==> src/itoa_pkg.sv <==
// Shared types and constants for the integer to ASCII radix converter.
package itoa_pkg;

    typedef enum logic [4:0] {
        ST_IDLE = 5'b00001,
        ST_DIV  = 5'b00010,
        ST_SIGN = 5'b00100,
        ST_EMIT = 5'b01000,
        ST_TERM = 5'b10000
    } t_state;

    localparam logic [7:0] RADIX_MIN    = 8'd2;
    localparam logic [7:0] RADIX_MAX    = 8'd16;
    localparam logic [7:0] RADIX_SIGNED = 8'd10;
    localparam logic [7:0] RADIX_RESET  = 8'd10;
    localparam logic [7:0] MINUS_CHAR   = 8'h2d;
    localparam logic [7:0] NUL_CHAR     = 8'h00;
    localparam int unsigned DIGIT_BITS  = 4;

    function automatic logic [7:0] digit_char(input logic [3:0] d);
        logic [7:0] c;
        case (d)
            4'd0:    c = 8'h30;
            4'd1:    c = 8'h31;
            4'd2:    c = 8'h32;
            4'd3:    c = 8'h33;
            4'd4:    c = 8'h34;
            4'd5:    c = 8'h35;
            4'd6:    c = 8'h36;
            4'd7:    c = 8'h37;
            4'd8:    c = 8'h38;
            4'd9:    c = 8'h39;
            4'd10:   c = 8'h61;
            4'd11:   c = 8'h62;
            4'd12:   c = 8'h63;
            4'd13:   c = 8'h64;
            4'd14:   c = 8'h65;
            4'd15:   c = 8'h66;
            default: c = 8'h30;
        endcase
        return c;
    endfunction

endpackage

==> src/integer_to_ascii_radix_top.sv <==
// Integer to ASCII text converter, radix 2 to 16, top level.
// Sequence: the shared divider yields the digits, least significant first, then a minus sign
// is added for a negative value in radix 10, then the characters and the NUL go out at one per
// cycle while the output is not stalled; a radix out of range goes straight to the NUL.
// Throughput: one input transaction at a time; ready only while the sequencer is idle.
// Reset (synchronous, active low): sequencer idle, output empty, radix back to 10.
module integer_to_ascii_radix_top #(
    parameter int VALUE_BITS = 32,
    localparam int IN_W = ((VALUE_BITS + 7) / 8) * 8
) (
    input  logic            i_clk,
    input  logic            i_rst_n,
    input  logic            i_cfg_we,
    input  logic [7:0]      i_cfg_wdata,
    input  logic            s_axis_tvalid,
    output logic            s_axis_tready,
    input  logic [IN_W-1:0] s_axis_tdata,   // [VALUE_BITS-1:0] value, rest zero fill
    output logic            m_axis_tvalid,
    input  logic            m_axis_tready,
    output logic [7:0]      m_axis_tdata,   // [7:0] character
    output logic            m_axis_tlast
);

    localparam int DB     = itoa_pkg::DIGIT_BITS;
    localparam int MAG_W  = ((VALUE_BITS + DB - 1) / DB) * DB;
    localparam int STEPS  = MAG_W / DB;
    localparam int STEP_W = $clog2(STEPS);
    localparam int DEPTH  = VALUE_BITS + 1;
    localparam int CNT_W  = $clog2(DEPTH + 1);

    itoa_pkg::t_state r_state, n_state;
    logic [7:0]             r_radix;
    logic [MAG_W-1:0]       r_mag, n_mag;
    logic [DB-1:0]          r_rem, n_rem;
    logic [STEP_W-1:0]      r_step, n_step;
    logic [CNT_W-1:0]       r_n, n_n;
    logic                   r_neg, n_neg;
    logic [DEPTH-1:0][7:0]  r_stk, n_stk;
    logic                   r_out_valid, n_out_valid;
    logic [7:0]             r_out_data, n_out_data;
    logic                   r_out_last, n_out_last;

    logic [MAG_W-1:0]       div_mag;
    logic [DB-1:0]          div_rem;
    logic [VALUE_BITS-1:0]  in_bits;
    logic [VALUE_BITS-1:0]  in_mag;
    logic                   radix_ok;
    logic                   load_ok;
    logic                   in_acc;

    assign s_axis_tready = (r_state == itoa_pkg::ST_IDLE);
    assign in_acc        = s_axis_tvalid && s_axis_tready;
    assign load_ok       = !r_out_valid || m_axis_tready;
    assign in_bits       = s_axis_tdata[VALUE_BITS-1:0];
    assign in_mag        = in_bits[VALUE_BITS-1] ? (~in_bits + 1'b1) : in_bits;

    always_comb begin
        radix_ok = r_radix inside {[itoa_pkg::RADIX_MIN:itoa_pkg::RADIX_MAX]};
    end

    // shared divider: DB quotient bits per cycle
    always_comb begin
        logic [DB:0]   t;
        logic [DB-1:0] rem;
        logic [DB-1:0] q;
        logic [DB-1:0] blk;
        rem = r_rem;
        q   = '0;
        blk = r_mag[MAG_W-1 -: DB];
        for (int i = DB - 1; i >= 0; i--) begin
            t = {rem, blk[i]};
            if (t >= r_radix[DB:0]) begin
                q[i] = 1'b1;
                t    = t - r_radix[DB:0];
            end
            rem = t[DB-1:0];
        end
        div_rem = rem;
        div_mag = {r_mag[MAG_W-DB-1:0], q};
    end

    always_comb begin
        n_state     = r_state;
        n_mag       = r_mag;
        n_rem       = r_rem;
        n_step      = r_step;
        n_n         = r_n;
        n_neg       = r_neg;
        n_stk       = r_stk;
        n_out_valid = r_out_valid && !m_axis_tready;
        n_out_data  = r_out_data;
        n_out_last  = r_out_last;
        case (r_state)
            itoa_pkg::ST_IDLE: begin
                if (in_acc) begin
                    n_mag  = MAG_W'(in_mag);
                    n_neg  = in_bits[VALUE_BITS-1];
                    n_rem  = '0;
                    n_step = '0;
                    n_n    = '0;
                    n_state = radix_ok ? itoa_pkg::ST_DIV : itoa_pkg::ST_TERM;
                end
            end
            itoa_pkg::ST_DIV: begin
                n_mag = div_mag;
                n_rem = div_rem;
                if (r_step == STEP_W'(STEPS - 1)) begin
                    n_stk  = {r_stk[DEPTH-2:0], itoa_pkg::digit_char(div_rem)};
                    n_n    = r_n + 1'b1;
                    n_rem  = '0;
                    n_step = '0;
                    if (div_mag != '0) begin
                        n_state = itoa_pkg::ST_DIV;
                    end else if (r_neg && r_radix == itoa_pkg::RADIX_SIGNED) begin
                        n_state = itoa_pkg::ST_SIGN;
                    end else begin
                        n_state = itoa_pkg::ST_EMIT;
                    end
                end else begin
                    n_step = r_step + 1'b1;
                end
            end
            itoa_pkg::ST_SIGN: begin
                n_stk   = {r_stk[DEPTH-2:0], itoa_pkg::MINUS_CHAR};
                n_n     = r_n + 1'b1;
                n_state = itoa_pkg::ST_EMIT;
            end
            itoa_pkg::ST_EMIT: begin
                if (load_ok) begin
                    n_out_valid = 1'b1;
                    n_out_data  = r_stk[0];
                    n_out_last  = 1'b0;
                    n_stk       = {itoa_pkg::NUL_CHAR, r_stk[DEPTH-1:1]};
                    n_n         = r_n - 1'b1;
                    if (r_n == CNT_W'(1)) begin
                        n_state = itoa_pkg::ST_TERM;
                    end
                end
            end
            itoa_pkg::ST_TERM: begin
                if (load_ok) begin
                    n_out_valid = 1'b1;
                    n_out_data  = itoa_pkg::NUL_CHAR;
                    n_out_last  = 1'b1;
                    n_state     = itoa_pkg::ST_IDLE;
                end
            end
            default: begin
                n_state = itoa_pkg::ST_IDLE;
            end
        endcase
    end

    always_ff @(posedge i_clk) begin
        if (!i_rst_n) begin
            r_state     <= itoa_pkg::ST_IDLE;
            r_radix     <= itoa_pkg::RADIX_RESET;
            r_out_valid <= 1'b0;
            r_n         <= '0;
            r_step      <= '0;
        end else begin
            r_state     <= n_state;
            r_out_valid <= n_out_valid;
            r_n         <= n_n;
            r_step      <= n_step;
            if (i_cfg_we) begin
                r_radix <= i_cfg_wdata;
            end
        end
    end

    always_ff @(posedge i_clk) begin
        r_mag      <= n_mag;
        r_rem      <= n_rem;
        r_neg      <= n_neg;
        r_stk      <= n_stk;
        r_out_data <= n_out_data;
        r_out_last <= n_out_last;
    end

    assign m_axis_tvalid = r_out_valid;
    assign m_axis_tdata  = r_out_data;
    assign m_axis_tlast  = r_out_last;

`ifndef ASSERT_OFF
    a_idle_stack_empty: assert property (@(posedge i_clk) disable iff (!i_rst_n)
        s_axis_tready |-> r_n == '0)
        else $error("character stack not empty while idle");

    a_emit_has_char: assert property (@(posedge i_clk) disable iff (!i_rst_n)
        r_state == itoa_pkg::ST_EMIT |-> r_n != '0)
        else $error("emitting from an empty character stack");

    a_last_is_nul: assert property (@(posedge i_clk) disable iff (!i_rst_n)
        m_axis_tvalid && m_axis_tlast |-> m_axis_tdata == itoa_pkg::NUL_CHAR)
        else $error("last transaction is not the terminator");

    a_bad_radix_term: assert property (@(posedge i_clk) disable iff (!i_rst_n)
        in_acc && !radix_ok |=> r_state == itoa_pkg::ST_TERM)
        else $error("invalid radix did not go straight to terminator");
`endif

endmodule
==> config.mk <==
export PLATFORM = sky130hd
export DESIGN_NAME = integer_to_ascii_radix_top
export DESIGN_NICKNAME = d
export VERILOG_FILES = /design/src/itoa_pkg.sv /design/src/integer_to_ascii_radix_top.sv
export SDC_FILE = /design/constraint.sdc
export NUM_CORES = 1
export LEC_CHECK = 0
export BUFFER_PORTS_ARGS = -buffer_cell sky130_fd_sc_hd__clkbuf_2
export CORE_MARGIN = 5
export CORE_UTILIZATION = 35
export CTS_CLUSTER_SIZE = 12
export DETAILED_ROUTE_END_ITERATION = 7
export HOLD_SLACK_MARGIN = 0.06
export RECOVER_POWER = 100
export SETUP_SLACK_MARGIN = 0.1
export SLEW_MARGIN = 30
export SYNTH_ARGS = -nofsm -noshare
export SYNTH_HDL_FRONTEND = slang
export SYNTH_SLANG_ARGS = --single-unit
export TNS_END_PERCENT = 50
==> constraint.sdc <==
create_clock -name i_clk -period 22.9 [get_ports i_clk]
set_input_delay 4.58 -clock i_clk [delete_from_list [all_inputs] [get_ports i_clk]]
set_output_delay 4.58 -clock i_clk [all_outputs]
set_load 0.03 [all_outputs]
# Yosys cells after proc, flatten, opt, wreduce, memory -nomap -nowiden
# Memory sizes are Yosys's and may differ from the RTL's.
# Index checks and enable logic that the tools add are counted.
# classes
n_reduce_logical	19
n_bitwise	1
order_cmp	6
n_eq_ne	13
div_mod_pow	0
n_addsub	8
shifts	0
n_mul	0
n_mux	41
# ops
cell	n
$pmux W264 S3	1
$mux W264	2
$mux W32	2
$pmux W32 S2	1
$add A32 B1 Y32 const B	1
$mux W4	8
$not A32 Y32	1
$reduce_bool A32 Y1	1
$mux W5	6
$pmux W5 S5	1
$pmux W6 S4	1
$ge A5 B5 Y1	4
$mux W6	3
$mux W8	2
$pmux W8 S2	1
$sub A4 B4 Y4	4
$eq A8 B4 Y1 const B	1
$ge A8 B2 Y1 const B	1
$le A8 B5 Y1 const B	1
$mux W1	8
$ne A2 B2 Y1 const B	4
$pmux W4 S2	1
$add A6 B1 Y6 const B	1
$eq A6 B1 Y1 const B	1
other kinds (23)	31
# totals
mem_count	1
ramBits	0
out_inout_bits	11
mem_bits_ro	96
input_bits	45
regBits	333
latchBits	0
# memory_table
memory	depth	width	rd	rd_ports_with_merged_regs	write_ports	line	text
(no name shown)	16	6	1	0	0	itoa_pkg.sv:22	case (d)

# Longest topological paths before layout
# depth
word_depth	12
ltp_mapped	31
depth_no_buf	29

# Worst setup path after synthesis
# OpenSTA, ideal clock, no wires.
# synth_timing
path_type	input-to-reg
startpoint	input m_axis_tready
endpoint	register r_stk[0] in the netlist's numbering (enable)
setup_ps	980
n_path_buf	0
path_stages	3
arrival_time_ps	17546
t_required_ps	21920
path_slack_ps	4374
cell_sequence	nand2b_1 > o21ai_0 > a21oi_1
# synth_via
elab_chain_cells	3
# synth_lines
element	line	text
start: declaration	integer_to_ascii_radix_top.sv:19	input logic m_axis_tready,
$logic_or A1 B1 Y1	integer_to_ascii_radix_top.sv:53	assign load_ok = !r_out_valid || m_axis_tready;
$ne A2 B2 Y1 (no source line)	--	
$reduce_and A3 Y1 (no source line)	--	
end signal: assignment	integer_to_ascii_radix_top.sv:176	r_stk <= n_stk;
end: declaration	integer_to_ascii_radix_top.sv:38	logic [DEPTH-1:0][7:0] r_stk, n_stk;
# No other way between the ends.
# A chain may end at the register's enable or synchronous reset.

# Worst setup path after layout
# layout_timing
startpoint	input m_axis_tready
endpoint	register r_stk[240] in the netlist's numbering (enable)
# The elaborated chain is that of the path after synthesis.

==> results.yml <==
final_layout:
  drive_gt1_share_pct: 6.402
  nets: 1692
  finish.instance_area_um2: 17620
  diodes: 0
  final_util_pct: 39.68
  syn_to_final_growth_pct: 11.87
grt:
  grt_max_degree: 189
  antenna_found_initial: 0
  grtUsageMet3_pct: 1.973
  grt_util_all_layers_pct: 11.81
  grtUsageMet2_pct: 18.07
  grt_busiest_layer: "met2"
  grt-ovfl-total: 0
  grt_pass1_wl_mm: 50.49
  gr-usage-met1_pct: 17.33
  first_global_vias: 10358
setup_path:
  cp_data_arrival_time_ns: 11.55
  crit_fanout: 113
  critPathRequiredTime_ns: 23.05
  slowest_delay_ns: 2.99
  cpMostUsedCell: "clkbuf_1"
  cp-end-kind: "flop"
  critical-path-top-delay-family: "buffers and inverters"
  worst-path-buf-inv: 4
  path_cells: "clkbuf_2, nand2b_1, o21ai_0, a21oi_4, clkbuf_1, clkbuf_1, buf_16"
  cp_slowest_cell: "clkbuf_1"
  crit_start: "m_axis_tready"
  critical_path_class: "input pin to flop"
  crit_path_start_kind: "input pin"
  reg2reg_from: "r_state[4]"
synthesis:
  async_flop_share_pct: 0
  synth.area.top_cells: "edfxtp_1 59%, nand2_1 19%, dfxtp_1 2.9%"
  ys_warn_count: 0
  syn_area_per_cell_um2: 9.920
  synth_nets: 1665
  synth_cells: 1588
  synth_edf_count: 310
  netlist-cell-type-count: 66
  synth.top_cell.area_share_pct: 59.09
  synth_top_area_cell: "edfxtp_1"
  synth_ff_type: "edfxtp_1"
  ys_ff_latch: 333
  netlist_area_um2: 15750
  yosysSeqAreaShare_pct: 62.02
sta:
  finalSetupTns_ns: 0
  fin_skew_ns: 0.02068
  max_freq_mhz: 87.69
  finalHoldViolations: 0
  finalMaxSlewViolations: 487
  worst-slew-pin-transition_ns: 4.091
  period_share_pct: 49.80
  setup_violations: 0
  setup_slack_ns: 11.50
  hold_ws_ns: 0.4651
  slew_headroom_pct: -172.7
  fin_crit_ns: 11.40
  rsz0062_at_grt: "no"
clock_network:
  cts.sinks: 333
  cts.path.max_buffers: 3
  clk_pin_slew_ns: 0.05
  tritoncts: "yes"
  cts_setup_buffers: 0
  cts_made_buffers: 38
  post_cts_resized: 0
  cts-hold-fix-buffers: 0
  root_buffer: "clkbuf_16"
  clk_latency_ns: 0.52
  cts_max_level: 2
pwr:
  power_frac_seq_pct: 39.0
  leakage_nw: 6.847
  switching_power_mw: 0.6556
  netSwitchingFraction_pct: 32.28
  intPower_mw: 1.376
  clkPwrFrac_pct: 27.5
  powerDensity_nw_per_um2: 115.3
  ir_drop_mv: 0.1086
  comb_power_share_pct: 33.5
die:
  coreArea_um2: 44410
  die_y_um: 222.2
  pin_count: 56
  rows: 77
  floorplan.initialDensity_pct: 35.47
  die_w_um: 222.2
  design.die.area_um2: 49350
outcome:
  status: "complete, but fails checks"
  violations: "capacitance limit, slew limit"
hold_path:
  hp-class: "flop to flop"
  min_from: "r_n[5]"
routing:
  ant_nets: 0
  first_pass_iters: 5
  drc: 0
  num_vias: 10820
  drt_iter0_markers: 910
  via_per_inst: 4.848
  wl_per_cell_um: 13.58
  wl_mm: 30.31
flow_run:
  maxCapViolCount: 6
place:
  port-buffer-count: 55
  place_area_um2: 16630
  gp_congestion: 0.8413
  dp_slack_ns: 14.86
  detailed_place_hpwl_mm: 18.56
[logic make-up after synthesis]
logic type / share of synthesized area, %
XOR/XNOR: 2.002
adder cells (fa/ha/maj): 2.732
flip-flops: 62.02
AO/OA/AOI/OAI: 5.735
multiplexers: 1.064
AND/OR/NAND/NOR: 23.94
buffers and inverters: 2.510
[final cells by class]
| type | count | area [µm²] |
|---|---|---|
| inverters | 25 | 93.84 |
| clock inverters | 11 | 80.08 |
| repair buffers | 65 | 327.8 |
| well taps | 592 | 740.7 |
| multi-input cells | 1152 | 5559 |
| fillers | 4342 | 26790 |
| clock buffers | 54 | 1052 |
| flip-flops and latches | 333 | 9769 |
[final timing paths]
path / to / slack [ns] / depth (start not counted)
hold reg to reg: r_n[5] / 0.47 / 1
setup reg to reg: r_stk[240] / 12.96 / 7
hold / removal: r_n[5] / 0.47 / 1
setup / recovery: r_stk[240] / 11.50 / 7
[power groups by stage]
stage | combinational (mW) | sequential [mW] | clock, mW
after floorplan | 0.539 | 0.814 | 0
after global placement | 0.654 | 0.801 | 0
after detailed placement | 0.682 | 0.801 | 0
after CTS | 0.685 | 0.790 | 0.580
after global routing | 0.758 | 0.797 | 0.605
final | 0.680 | 0.792 | 0.559
[layer usage]
| layer | routed length [µm] | vias up | share of wire, % |
|---|---|---|---|
| li1 | - | 5422 | - |
| met1 | 14910 | 5184 | 49 |
| met2 | 13710 | 175 | 45 |
| met3 | 1056 | 39 | 3.5 |
| met4 | 643 | 0 | 2.1 |
| met5 | 0 | - | 0 |
[cell usage after synthesis, types with 9 or more instances]
| library cell | n |
|---|---|
| nand2_1 | 799 |
| edfxtp_1 | 310 |
| clkbuf_1 | 69 |
| o21ai_0 | 45 |
| nor2_1 | 35 |
| xor2_1 | 29 |
| ha_1 | 28 |
| a21oi_1 | 25 |
| inv_1 | 24 |
| dfxtp_1 | 23 |
| and2_1 | 18 |
| nand3_1 | 13 |
| nor4_1 | 12 |
| nor3_1 | 11 |
| mux2i_1 | 10 |
| o31ai_1 | 9 |
[per-stage QoR]
step / std cells / total power [mW]
floorplan: 1588 / 1.353
global placement: 2164 / 1.454
detailed placement: 2166 / 1.483
CTS: 2231 / 2.055
global route: 2232 / 2.161
finish: 2232 / 2.031
[registers in the layout (all words and copies together), names as in the netlist]
register       count
r_n                6
r_neg              1
r_rem              4
r_radix            8
r_step             3
m_axis_tdata       8
r_state            5
m_axis_tlast       1
r_stk            264
r_mag             32
m_axis_tvalid      1
[worst register-to-register path, cell delays in order, from the launching register on]
cell,delay (ns)
dfxtp_1,0.33
nor2_1,0.34
and3_1,1.65
nor2_1,0.58
a21oi_4,0.28
clkbuf_1,2.86
clkbuf_1,3.00
buf_16,0.44
[cell usage in the layout (no fill, tap or decap), types with 11 or more instances in the layout]
cell type and n:
nand2_1 799, edfxtp_1 310, o21ai_0 46, clkbuf_16 39, clkbuf_2 39, clkbuf_1 36, nor2_1 35, xor2_1 29
ha_1 28, inv_1 24, a21oi_1 24, dfxtp_1 23, nor4_1 13, nand3_1 12, o31ai_1 12, nor3_1 11
No activity file was read; power rests on OpenSTA's default activity.
